$ cat src/rtl/hap_pkg.sv
// hap_pkg: shared types and constants for the hysteresis actuator policy block.
// Holds the input/result transfer structs, the configuration struct and register map.
// No dependencies.
`timescale 1ns / 1ps
`default_nettype none

package hap_pkg;

    localparam int unsigned ADDR_W = 5;
    localparam int unsigned DATA_W = 32;
    localparam int unsigned TEMP_W = 12;
    localparam int unsigned LUX_W  = 16;
    localparam int unsigned TIME_W = 32;
    localparam int unsigned CNT_W  = 32;

    // register indexes (byte address = 4 * index)
    localparam logic [2:0] REG_FAN_ON    = 3'd0;
    localparam logic [2:0] REG_FAN_OFF   = 3'd1;
    localparam logic [2:0] REG_LIGHT_ON  = 3'd2;
    localparam logic [2:0] REG_LIGHT_OFF = 3'd3;
    localparam logic [2:0] REG_MIN_HOLD  = 3'd4;

    // operations
    localparam logic OP_UPDATE  = 1'b0;
    localparam logic OP_RESTART = 1'b1;

    // health codes
    localparam logic [1:0] HEALTH_OK       = 2'd0;
    localparam logic [1:0] HEALTH_DEGRADED = 2'd1;
    localparam logic [1:0] HEALTH_FAULT    = 2'd2;

    // register reset values
    localparam logic signed [TEMP_W-1:0] FAN_ON_RST    = 12'sd300;
    localparam logic signed [TEMP_W-1:0] FAN_OFF_RST   = 12'sd270;
    localparam logic [LUX_W-1:0]         LIGHT_ON_RST  = 16'd100;
    localparam logic [LUX_W-1:0]         LIGHT_OFF_RST = 16'd200;
    localparam logic [TIME_W-1:0]        MIN_HOLD_RST  = 32'd5000;

    typedef struct packed {
        logic                     op;
        logic [TIME_W-1:0]        time_now;
        logic [1:0]               health_code;
        logic signed [TEMP_W-1:0] temperature;
        logic [LUX_W-1:0]         light_level;
    } t_in;

    typedef struct packed {
        logic              fan_drive;
        logic              light_drive;
        logic              alarm_drive;
        logic [CNT_W-1:0]  fan_switches;
        logic [CNT_W-1:0]  light_switches;
        logic [CNT_W-1:0]  blocked_switches;
    } t_out;

    typedef struct packed {
        logic signed [TEMP_W-1:0] fan_on_temp;
        logic signed [TEMP_W-1:0] fan_off_temp;
        logic [LUX_W-1:0]         light_on_level;
        logic [LUX_W-1:0]         light_off_level;
        logic [TIME_W-1:0]        min_hold_time;
    } t_cfg;

endpackage

`default_nettype wire

$ cat src/rtl/hysteresis_actuator_policy_core.sv
// hysteresis_actuator_policy_core: top level of the fan/light/alarm policy block.
// Holds the input and result registers and the transfer control.
// Depends on hap_pkg, hap_cfg and hap_policy.
//
// Usage:
//   Input channel (i_in_valid / o_in_stall / i_in) carries one sensor sample or a
//   restart per transfer. Result channel (o_out_valid / i_out_stall / o_out) returns
//   exactly one result per input, in order.
//   Path: an item passes the input register, then the result register; the
//   policy update sits between them.
//   Throughput: one item per cycle when not stalled; an item's state update
//   completes with the result register load, so the next item follows directly.
//   Receiver stall: the result register holds; the input register keeps one more
//   item, after which o_in_stall rises until the result is taken.
//   Reset (i_rst_n low, synchronous): both stages empty, actuator flags, change
//   times and counters zero, thresholds and hold time back to their defaults.
//   Configuration: APB-style writes at byte address 4*index; pready is tied high.
//   Write registers only while no item is in flight.
`timescale 1ns / 1ps
`default_nettype none

module hysteresis_actuator_policy_core (
    input  wire logic                       i_clk,
    input  wire logic                       i_rst_n,
    input  wire logic                       i_in_valid,
    output logic                            o_in_stall,
    input  wire hap_pkg::t_in               i_in,
    output logic                            o_out_valid,
    input  wire logic                       i_out_stall,
    output hap_pkg::t_out                   o_out,
    input  wire logic                       psel,
    input  wire logic                       penable,
    input  wire logic                       pwrite,
    input  wire logic [hap_pkg::ADDR_W-1:0] paddr,
    input  wire logic [hap_pkg::DATA_W-1:0] pwdata,
    output logic      [hap_pkg::DATA_W-1:0] prdata,
    output logic                            pready
);

    hap_pkg::t_cfg cfg;
    hap_pkg::t_in  r_in;
    hap_pkg::t_out r_out;
    hap_pkg::t_out result;
    logic          r_in_valid, r_out_valid;
    logic          out_free, fire, in_xfer;

    assign out_free   = !r_out_valid || !i_out_stall;
    assign fire       = r_in_valid && out_free;
    assign o_in_stall = r_in_valid && !out_free;
    assign in_xfer    = i_in_valid && !o_in_stall;

    hap_cfg u_cfg (
        .i_clk   (i_clk),
        .i_rst_n (i_rst_n),
        .psel    (psel),
        .penable (penable),
        .pwrite  (pwrite),
        .paddr   (paddr),
        .pwdata  (pwdata),
        .prdata  (prdata),
        .pready  (pready),
        .o_cfg   (cfg)
    );

    hap_policy u_policy (
        .i_clk    (i_clk),
        .i_rst_n  (i_rst_n),
        .i_fire   (fire),
        .i_item   (r_in),
        .i_cfg    (cfg),
        .o_result (result)
    );

    always_ff @(posedge i_clk) begin
        if (!i_rst_n) begin
            r_in_valid  <= 1'b0;
            r_out_valid <= 1'b0;
        end else begin
            if (in_xfer) begin
                r_in_valid <= 1'b1;
            end else if (fire) begin
                r_in_valid <= 1'b0;
            end
            if (fire) begin
                r_out_valid <= 1'b1;
            end else if (!i_out_stall) begin
                r_out_valid <= 1'b0;
            end
        end
    end

    always_ff @(posedge i_clk) begin
        if (in_xfer) begin
            r_in <= i_in;
        end
        if (fire) begin
            r_out <= result;
        end
    end

    assign o_out_valid = r_out_valid;
    assign o_out       = r_out;

endmodule

`default_nettype wire

$ cat src/rtl/hap_cfg.sv
// hap_cfg: APB-style configuration register file for the actuator policy.
// Depends on hap_pkg for the register map, reset values and t_cfg.
`timescale 1ns / 1ps
`default_nettype none

module hap_cfg (
    input  wire logic                       i_clk,
    input  wire logic                       i_rst_n,
    input  wire logic                       psel,
    input  wire logic                       penable,
    input  wire logic                       pwrite,
    input  wire logic [hap_pkg::ADDR_W-1:0] paddr,
    input  wire logic [hap_pkg::DATA_W-1:0] pwdata,
    output logic      [hap_pkg::DATA_W-1:0] prdata,
    output logic                            pready,
    output hap_pkg::t_cfg                   o_cfg
);

    hap_pkg::t_cfg r_cfg;
    logic [2:0]    reg_idx;
    logic          wr_en;

    assign reg_idx = paddr[4:2];
    assign wr_en   = psel && penable && pwrite;
    assign pready  = 1'b1;
    assign o_cfg   = r_cfg;

    always_ff @(posedge i_clk) begin
        if (!i_rst_n) begin
            r_cfg.fan_on_temp     <= hap_pkg::FAN_ON_RST;
            r_cfg.fan_off_temp    <= hap_pkg::FAN_OFF_RST;
            r_cfg.light_on_level  <= hap_pkg::LIGHT_ON_RST;
            r_cfg.light_off_level <= hap_pkg::LIGHT_OFF_RST;
            r_cfg.min_hold_time   <= hap_pkg::MIN_HOLD_RST;
        end else if (wr_en) begin
            unique case (reg_idx)
                hap_pkg::REG_FAN_ON: begin
                    r_cfg.fan_on_temp <= pwdata[hap_pkg::TEMP_W-1:0];
                end
                hap_pkg::REG_FAN_OFF: begin
                    r_cfg.fan_off_temp <= pwdata[hap_pkg::TEMP_W-1:0];
                end
                hap_pkg::REG_LIGHT_ON: begin
                    r_cfg.light_on_level <= pwdata[hap_pkg::LUX_W-1:0];
                end
                hap_pkg::REG_LIGHT_OFF: begin
                    r_cfg.light_off_level <= pwdata[hap_pkg::LUX_W-1:0];
                end
                hap_pkg::REG_MIN_HOLD: begin
                    r_cfg.min_hold_time <= pwdata[hap_pkg::TIME_W-1:0];
                end
                default: begin
                end
            endcase
        end
    end

    always_comb begin
        unique case (reg_idx)
            hap_pkg::REG_FAN_ON: begin
                prdata = {{(hap_pkg::DATA_W-hap_pkg::TEMP_W){r_cfg.fan_on_temp[hap_pkg::TEMP_W-1]}},
                          r_cfg.fan_on_temp};
            end
            hap_pkg::REG_FAN_OFF: begin
                prdata = {{(hap_pkg::DATA_W-hap_pkg::TEMP_W){r_cfg.fan_off_temp[hap_pkg::TEMP_W-1]}},
                          r_cfg.fan_off_temp};
            end
            hap_pkg::REG_LIGHT_ON: begin
                prdata = {{(hap_pkg::DATA_W-hap_pkg::LUX_W){1'b0}}, r_cfg.light_on_level};
            end
            hap_pkg::REG_LIGHT_OFF: begin
                prdata = {{(hap_pkg::DATA_W-hap_pkg::LUX_W){1'b0}}, r_cfg.light_off_level};
            end
            hap_pkg::REG_MIN_HOLD: begin
                prdata = r_cfg.min_hold_time;
            end
            default: begin
                prdata = '0;
            end
        endcase
    end

endmodule

`default_nettype wire

$ cat src/rtl/hap_policy.sv
// hap_policy: actuator state, change times and counters, with the per-item update logic.
// Produces the result of the item presented on i_item; state advances on i_fire.
// Depends on hap_pkg for t_in, t_out, t_cfg and the op/health codes.
`timescale 1ns / 1ps
`default_nettype none

module hap_policy (
    input  wire logic          i_clk,
    input  wire logic          i_rst_n,
    input  wire logic          i_fire,
    input  wire hap_pkg::t_in  i_item,
    input  wire hap_pkg::t_cfg i_cfg,
    output hap_pkg::t_out      o_result
);

    logic                       r_fan, r_light, r_alarm;
    logic [hap_pkg::TIME_W-1:0] r_fan_time, r_light_time;
    logic [hap_pkg::CNT_W-1:0]  r_fan_cnt, r_light_cnt, r_blk_cnt;

    logic                       n_fan, n_light, n_alarm;
    logic [hap_pkg::TIME_W-1:0] n_fan_time, n_light_time;
    logic [hap_pkg::CNT_W-1:0]  n_fan_cnt, n_light_cnt, n_blk_cnt;

    logic [hap_pkg::TIME_W-1:0] fan_age, light_age;
    logic                       fan_hold_ok, light_hold_ok;
    logic                       fan_want, light_want;
    logic                       fan_blk, light_blk;

    assign fan_age       = i_item.time_now - r_fan_time;
    assign light_age     = i_item.time_now - r_light_time;
    assign fan_hold_ok   = fan_age >= i_cfg.min_hold_time;
    assign light_hold_ok = light_age >= i_cfg.min_hold_time;

    assign fan_want   = r_fan ? !(i_item.temperature <= i_cfg.fan_off_temp)
                              : (i_item.temperature >= i_cfg.fan_on_temp);
    assign light_want = r_light ? !(i_item.light_level >= i_cfg.light_off_level)
                                : (i_item.light_level <= i_cfg.light_on_level);

    assign fan_blk   = (fan_want != r_fan) && !fan_hold_ok;
    assign light_blk = (light_want != r_light) && !light_hold_ok;

    always_comb begin
        n_fan        = r_fan;
        n_light      = r_light;
        n_alarm      = r_alarm;
        n_fan_time   = r_fan_time;
        n_light_time = r_light_time;
        n_fan_cnt    = r_fan_cnt;
        n_light_cnt  = r_light_cnt;
        n_blk_cnt    = r_blk_cnt;
        priority if (i_item.op == hap_pkg::OP_RESTART) begin
            n_fan        = 1'b0;
            n_light      = 1'b0;
            n_alarm      = 1'b0;
            n_fan_time   = i_item.time_now;
            n_light_time = i_item.time_now;
            n_fan_cnt    = '0;
            n_light_cnt  = '0;
            n_blk_cnt    = '0;
        end else if (i_item.health_code == hap_pkg::HEALTH_FAULT) begin
            n_alarm = 1'b1;
            if (r_fan) begin
                n_fan      = 1'b0;
                n_fan_time = i_item.time_now;
                n_fan_cnt  = r_fan_cnt + 1'b1;
            end
            if (r_light) begin
                n_light      = 1'b0;
                n_light_time = i_item.time_now;
                n_light_cnt  = r_light_cnt + 1'b1;
            end
        end else begin
            n_alarm = (i_item.health_code == hap_pkg::HEALTH_DEGRADED);
            if ((fan_want != r_fan) && fan_hold_ok) begin
                n_fan      = fan_want;
                n_fan_time = i_item.time_now;
                n_fan_cnt  = r_fan_cnt + 1'b1;
            end
            if ((light_want != r_light) && light_hold_ok) begin
                n_light      = light_want;
                n_light_time = i_item.time_now;
                n_light_cnt  = r_light_cnt + 1'b1;
            end
            n_blk_cnt = r_blk_cnt + {{(hap_pkg::CNT_W-2){1'b0}},
                                     {1'b0, fan_blk} + {1'b0, light_blk}};
        end
    end

    always_ff @(posedge i_clk) begin
        if (!i_rst_n) begin
            r_fan        <= 1'b0;
            r_light      <= 1'b0;
            r_alarm      <= 1'b0;
            r_fan_time   <= '0;
            r_light_time <= '0;
            r_fan_cnt    <= '0;
            r_light_cnt  <= '0;
            r_blk_cnt    <= '0;
        end else if (i_fire) begin
            r_fan        <= n_fan;
            r_light      <= n_light;
            r_alarm      <= n_alarm;
            r_fan_time   <= n_fan_time;
            r_light_time <= n_light_time;
            r_fan_cnt    <= n_fan_cnt;
            r_light_cnt  <= n_light_cnt;
            r_blk_cnt    <= n_blk_cnt;
        end
    end

    assign o_result.fan_drive        = n_fan;
    assign o_result.light_drive      = n_light;
    assign o_result.alarm_drive      = n_alarm;
    assign o_result.fan_switches     = n_fan_cnt;
    assign o_result.light_switches   = n_light_cnt;
    assign o_result.blocked_switches = n_blk_cnt;

endmodule

`default_nettype wire
$ cat config.mk
export PLATFORM = sky130hd
export DESIGN_NAME = hysteresis_actuator_policy_core
export DESIGN_NICKNAME = d
export VERILOG_FILES = /design/src/rtl/hap_pkg.sv /design/src/rtl/hysteresis_actuator_policy_core.sv /design/src/rtl/hap_cfg.sv /design/src/rtl/hap_policy.sv
export SDC_FILE = /design/constraint.sdc
export NUM_CORES = 1
export LEC_CHECK = 0
export ABC_AREA = 1
export ABC_CLOCK_PERIOD_IN_PS = 13520
export BUFFER_PORTS_ARGS = -buffer_cell sky130_fd_sc_hd__buf_4
export CAP_MARGIN = 20
export CORE_ASPECT_RATIO = 0.9
export CORE_MARGIN = 3
export CORE_UTILIZATION = 60
export CTS_BUF_LIST = sky130_fd_sc_hd__clkbuf_16
export CTS_CLUSTER_DIAMETER = 120
export DETAILED_ROUTE_END_ITERATION = 12
export PLACE_DENSITY = 0.81
export SETUP_SLACK_MARGIN = 0.02
export SLEW_MARGIN = 15
export SYNTH_ARGS = -nofsm -noshare
export SYNTH_HDL_FRONTEND = slang
export SYNTH_SLANG_ARGS = --single-unit
$ cat constraint.sdc
create_clock -name i_clk -period 13.52 [get_ports i_clk]
set_clock_uncertainty 0.15 [all_clocks]
set_input_delay 1.352 -clock i_clk [delete_from_list [all_inputs] [get_ports i_clk]]
set_output_delay 1.352 -clock i_clk [all_outputs]
set_load 0.01 [all_outputs]
==> flow_summary.yaml, run 1 <==
worst_setup_path:
  endpoint_kind: "flip-flop"
  cp.required_ns: 13.87
  cp_max_fo: 8
  ff2ff_path_depth: 36
  criticalPathCategory: "reg2reg"
  worstPathArrival_ns: 7.47
  r2r-start: "r_in[30]"
  cp-start-kind: "flip-flop"
  worstReg2RegEnd: "u_policy.r_blk_cnt[24]"
  startpoint: "r_in[30]"
  crit_top_cell: "nand2_1"
  regToRegSetupSlack_ns: 6.40
  slowest_stage: "edfxtp_1"
  cpPeakStageDelay_ns: 0.51
yosys:
  synth_edf_count: 162
  synth.yosys.seq_area_share_pct: 38.92
  syn_nets: 3690
  synthTopCellsByCount: "nand2_1 (628), inv_1 (507), a21oi_1 (362)"
  synth_cells: 3394
  synth_ff_type: "dfxtp_1"
  synth_seq_cells: 414
  synth_area_leaders: "dfxtp_1 (20%), edfxtp_1 (19%), nand2_1 (9.3%)"
  ys_types: 55
  synthesis.area_sq_mm: 0.02546
  synth.avg_cell_area_sq_um: 7.502
  synth.largest_area_cell: "dfxtp_1"
  async_flop_share_pct: 0
  yosys_warnings: 0
  yosysMostFrequentCell: "nand2_1"
  synth_top_area_share_pct: 19.81
power_and_ir_drop:
  p_leak_nw: 12.89
  vdd_drop_max_mv: 0.1375
  p_per_area_mw_per_mm2: 120.4
route:
  dr_total_vias: 24420
  drc: 0
  ant_nets: 0
  dr.pass1.iters: 6
  drtIter0Drc: 2596
  routed_wl_um: 76540
  wire_per_inst_um: 18.48
  vias_per_cell: 5.897
cts:
  ctsHoldBuffers: 0
  cts-resized-gates: 0
  cts_max_level: 2
  root_buffer: "clkbuf_16"
  cts.sinks: 414
  clk_latency_ns: 0.59
  cts_buffer_depth: 3
  numCtsBuffers: 45
  cts.clk_slew.worst_paths_ns: 0.06
  cts_tree: "done"
  postCtsSetupBuffers: 0
sta:
  setup_violations: 0
  tightest_slew_ns: 1.084
  rsz0062_at_grt: "no"
  slew_viol_final: 0
  period_minus_slack_ns: 7.121
  slew_headroom_pct: 27.47
  hold_ws_ns: 0.3102
  hold_viol_final: 0
  max_freq_mhz: 140.4
  timing.final.crit_share_pct: 52.67
  timing.setup.tns_ns: 0
min_path:
  hp-start: "u_policy.r_light_time[30]"
  min_to: "u_policy.r_light_time[30]"
  min_path_type: "reg2reg"
  hold_depth: 2
global_routing:
  grt_max_degree: 218
  overflow: 0
  first_global_vias: 23170
  antenna_found_initial: 0
  grt_usage_pct: 33.10
  grt_first_pass_wirelength_um: 121400
floorplanning:
  die_h_um: 201.4
  fp.dieArea_sq_mm: 0.04495
  core-area_sq_mm: 0.04125
  io_pins: 241
  die_w_um: 223.2
  rows: 70
  start_util_pct: 61.73
placed_design:
  routabilityCongestion: 0.9732
  port_buffers: 237
  hpwl_um: 55930
finish:
  drive_gt1_share_pct: 10.11
  area_growth_pct: 13.88
  num-fill-cells: 3298
  antenna_cells: 0
  nNetsFinal: 3861
job:
  max_cap_violations: 0
run_status:
  outcome: "finished, final reports clean"
report_power, final:
part	internal [mW]	switching (mW)
registers	1.38	0.0559
clock network	0.717	0.522
logic	0.286	0.532
metal layers:
metal  vias up  wire, um  GRT usage [%]
li1      11680         -              -
met1     11430     33380          46.45
met2      1109     33950          51.77
met3       195      6267          5.500
met4         0      2937          11.99
met5         -         0              0
layout by cell type, fill, tap and decap left out, types with 3 or more instances in the layout:
cell / count
o22ai_1: 5
o21ai_1: 3
clkinv_2: 11
nand3b_1: 16
buf_4: 247
nor3_4: 3
dfxtp_1: 252
clkbuf_16: 48
nand3_1: 225
o21a_1: 10
a21oi_1: 362
fa_1: 3
nand4_1: 43
xor2_1: 88
xnor2_1: 23
nand2_2: 3
nor3_1: 50
a221oi_1: 27
a21o_1: 7
o21bai_1: 13
nand3_2: 6
inv_2: 10
bufinv_16: 4
edfxtp_1: 162
nor2_2: 8
or2_2: 5
nor4_1: 14
ha_1: 186
inv_1: 512
a31oi_1: 8
nor3_2: 5
o221ai_1: 6
nor2_1: 253
o211ai_1: 40
o21ai_0: 274
clkinv_1: 12
nand2_1: 628
worst max-delay path: cells and delay by family (launching register included):
kind / cells / cell delay, ns
xor+xnor: 2 / 0.49
fa+ha+maj: 5 / 1.43
compound gates: 8 / 1.78
simple gates: 17 / 2.28
flops: 1 / 0.51
buf+inv: 4 / 0.41
cell type report:
type	instances	area (sq um)	area share, %
Clock buffer	48	1201	4.142
Clock inverter	35	275.3	0.9493
Inverter	518	1944	6.705
Multi-Input combinational cell	2336	13080	45.12
Sequential cell	414	9910	34.17
Tap cell	540	675.6	2.330
Timing Repair Buffer	250	1909	6.584
worst max path at each step:
stage / end / slack (ns) / cells after the start
after floorplan: o_out[0] / 8.02 / 3
after global placement: o_out[22] / 6.76 / 38
after detailed placement: u_policy.r_blk_cnt[24] / 6.64 / 36
after CTS: u_policy.r_blk_cnt[24] / 6.61 / 36
after global routing: u_policy.r_blk_cnt[24] / 5.71 / 36
final: u_policy.r_blk_cnt[24] / 6.40 / 36
stage by stage:
step	utilization (%)	std cells	cell area, sq um	setup WS [ns]	total power, mW
6_report	70.29	4141	29000	6.399	3.491
5_1_grt	70.29	4141	29000	5.713	3.658
4_1_cts	70.21	4139	28960	6.609	3.485
3_5_place_dp	66.63	4056	27490	6.645	2.252
3_3_place_gp	66.63	4056	27490	6.758	2.221
2_1_floorplan	-	3394	25460	8.020	1.997
sequential cells by signal, summed over array words and instances (netlist names):
| register | flops |
|---|---|
| u_cfg.o_cfg | 88 |
| u_policy.r_light | 1 |
| u_policy.r_light_time | 32 |
| r_in | 63 |
| o_out_valid | 1 |
| r_in_valid | 1 |
| u_policy.r_fan_time | 32 |
| o_out | 99 |
| u_policy.r_fan | 1 |
| u_policy.r_blk_cnt | 32 |
| u_policy.r_light_cnt | 32 |
| u_policy.r_fan_cnt | 32 |
logic make-up after synthesis:
| logic type | Yosys count | share of synthesized area [%] |
|---|---|---|
| adders and majority gates | 189 | 9.375 |
| AOI/OAI and AO/OA | 770 | 16.56 |
| buffers and inverters | 644 | 9.734 |
| other | 1 | 0.01473 |
| and+or+nand+nor | 1265 | 21.58 |
| xor gates and xnor gates | 111 | 3.818 |
| DFF | 414 | 38.92 |
No activity file was read; power rests on OpenSTA's default activity.
==> run 2: changes to the inputs <==
--- a/config.mk
+++ b/config.mk
@@ -6,16 +6,16 @@
 export NUM_CORES = 1
 export LEC_CHECK = 0
 export ABC_AREA = 1
-export ABC_CLOCK_PERIOD_IN_PS = 13520
+export ABC_CLOCK_PERIOD_IN_PS = 6550
 export BUFFER_PORTS_ARGS = -buffer_cell sky130_fd_sc_hd__buf_4
 export CAP_MARGIN = 20
 export CORE_ASPECT_RATIO = 0.9
 export CORE_MARGIN = 3
-export CORE_UTILIZATION = 60
+export CORE_UTILIZATION = 55
 export CTS_BUF_LIST = sky130_fd_sc_hd__clkbuf_16
 export CTS_CLUSTER_DIAMETER = 120
 export DETAILED_ROUTE_END_ITERATION = 12
-export PLACE_DENSITY = 0.81
+export PLACE_DENSITY = 0.78
 export SETUP_SLACK_MARGIN = 0.02
 export SLEW_MARGIN = 15
 export SYNTH_ARGS = -nofsm -noshare
==> constraint.sdc (replaced) <==
create_clock -name i_clk -period 6.55 [get_ports i_clk]
set_clock_uncertainty 0.15 [all_clocks]
set_input_delay 0.655 -clock i_clk [delete_from_list [all_inputs] [get_ports i_clk]]
set_output_delay 0.655 -clock i_clk [all_outputs]
set_load 0.01 [all_outputs]
==> flow_summary.yaml, run 2 (same netlist as run 1, synthesis figures left out) <==
worst_setup_path:
  cp.depth: 39
  worstPathArrival_ns: 6.27
  ff2ff_path_depth: 39
  criticalPathCategory: "reg2reg"
  cpPeakStageDelay_ns: 0.44
  cp.required_ns: 6.73
  endpoint_kind: "flip-flop"
  cp_max_fo: 5
  cp-start-kind: "flip-flop"
  crit_top_cell: "nand2_1"
  slowest_stage: "edfxtp_1"
  cp_num_buf_inv: 6
  critPathTopFamily: "simple AND/OR/NAND/NOR gates"
min_path:
  hold_depth: 1
  min_path_type: "in2reg"
finish:
  area_growth_pct: 14.05
  antenna_cells: 0
  nNetsFinal: 3867
  final_cell_mix: "nand2_1 (628), inv_1 (515), a21oi_1 (360)"
  num-fill-cells: 4066
  largest_register_ffs: 99
  drive_gt1_share_pct: 10.45
  layout_commonest_cell: "nand2_1"
  final_area_sq_mm: 0.02904
placed_design:
  port_buffers: 237
  dpl_cell_area_sq_mm: 0.02765
  routabilityCongestion: 0.9901
  dpl_worst_slack_ns: 0.2983
  hpwl_um: 51160
power_and_ir_drop:
  p_sw_mw: 2.232
  vdd_drop_max_mv: 0.2217
  netSwitchingFraction_pct: 31.96
  seqPwrFrac_pct: 42.3
  total_power_mw: 6.982
  p_clk_share_pct: 34.0
  combinationalPowerShare_pct: 23.7
  p_leak_nw: 12.86
  p_per_area_mw_per_mm2: 240.4
  p_int_mw: 4.750
run_status:
  outcome: "finished, final reports clean"
cts:
  cts_max_level: 2
  cts_tree: "done"
  ctsHoldBuffers: 0
  postCtsSetupBuffers: 0
  root_buffer: "clkbuf_16"
  cts.clk_slew.worst_paths_ns: 0.07
  numCtsBuffers: 44
  clk_latency_ns: 0.59
  cts_buffer_depth: 3
  cts.sinks: 414
sta:
  timing.setup.tns_ns: 0
  rsz0062_at_grt: "no"
  setup_violations: 0
  slew_viol_final: 0
  slew_headroom_pct: 29.69
  timing.final.crit_share_pct: 93.05
  hold_ws_ns: 0.08996
  hold_viol_final: 0
  tightest_slew_ns: 1.052
  setup_slack_ns: 0.4554
  period_minus_slack_ns: 6.095
  max_freq_mhz: 164.1
floorplanning:
  io_pins: 241
  core-area_sq_mm: 0.04555
  start_util_pct: 55.90
  rows: 74
  die_h_um: 210.1
  fp.dieArea_sq_mm: 0.04892
  die_w_um: 232.8
job:
  max_cap_violations: 0
route:
  routed_wl_um: 70450
  vias_per_cell: 5.595
  drtIter0Drc: 2392
  drc: 0
  ant_nets: 0
  wire_per_inst_um: 16.72
  dr.pass1.iters: 8
  dr_total_vias: 23580
global_routing:
  top_usage_layer: "met2"
  use_met3_pct: 3.514
  grt_first_pass_wirelength_um: 111900
  grt_usage_pct: 28.10
  grt.met1_usage_pct: 41.07
  overflow: 0
  grt_use_met2_pct: 43.88
  first_global_vias: 21500
  grt_max_degree: 193
  antenna_found_initial: 1
run 2: worst reg2reg max path: cells and delay by family (launching register included):
| family | cells | cell delay (ns) |
|---|---|---|
| AND/OR/NAND/NOR | 20 | 2.12 |
| adder cells (fa/ha/maj) | 5 | 1.33 |
| AO/OA/AOI/OAI | 7 | 1.02 |
| buffers and inverters | 6 | 0.54 |
| flip-flops | 1 | 0.44 |
| XOR/XNOR | 1 | 0.26 |
run 2: path summary, 6_finish.rpt:
check / to / startpoint / slack (ns)
setup / recovery: o_out[22] / r_in[30] / 0.46
hold / removal: r_in[9] / i_in[9] / 0.09
setup reg to reg: o_out[22] / r_in[30] / 0.46
hold reg to reg: u_policy.r_light_time[29] / u_policy.r_light_time[29] / 0.31
run 2: layout make-up:
class,instances,area (sq um),share of cell area [%]
Multi-Input combinational cell,2336,13120,45.16
Sequential cell,414,9910,34.12
Timing Repair Buffer,257,1954,6.730
Inverter,518,1944,6.695
Clock buffer,44,1101,3.791
Tap cell,608,760.7,2.619
Clock inverter,37,255.2,0.8789
run 2: repair_timing:
item / 4_1_cts / 5_1_grt
gates resized for setup: 0 / 8
endpoints found under the hold margin: 0 / 0
setup endpoints to repair: 0 / 17
run 2: metrics by stage:
step | std cells | util (%)
6_report | 4214 | 63.75
5_1_grt | 4214 | 63.75
4_1_cts | 4214 | 63.68
3_5_place_dp | 4133 | 60.70
3_3_place_gp | 4133 | 60.70
2_1_floorplan | 3394 | -
run 2: per-layer routing:
layer / vias up / routed length [um]
li1: 11700 / -
met1: 10920 / 32380
met2: 846 / 30990
met3: 107 / 5276
met4: 0 / 1809
met5: - / 0
run 2: power by group through the flow:
stage / Combinational, mW / Clock [mW] / Sequential, mW
after global routing: 1.87 / 2.53 / 2.96
after CTS: 1.63 / 2.43 / 2.95
final: 1.65 / 2.38 / 2.95
after global placement: 1.58 / 0 / 3.00
after detailed placement: 1.62 / 0 / 3.00
after floorplan: 1.13 / 0 / 2.99
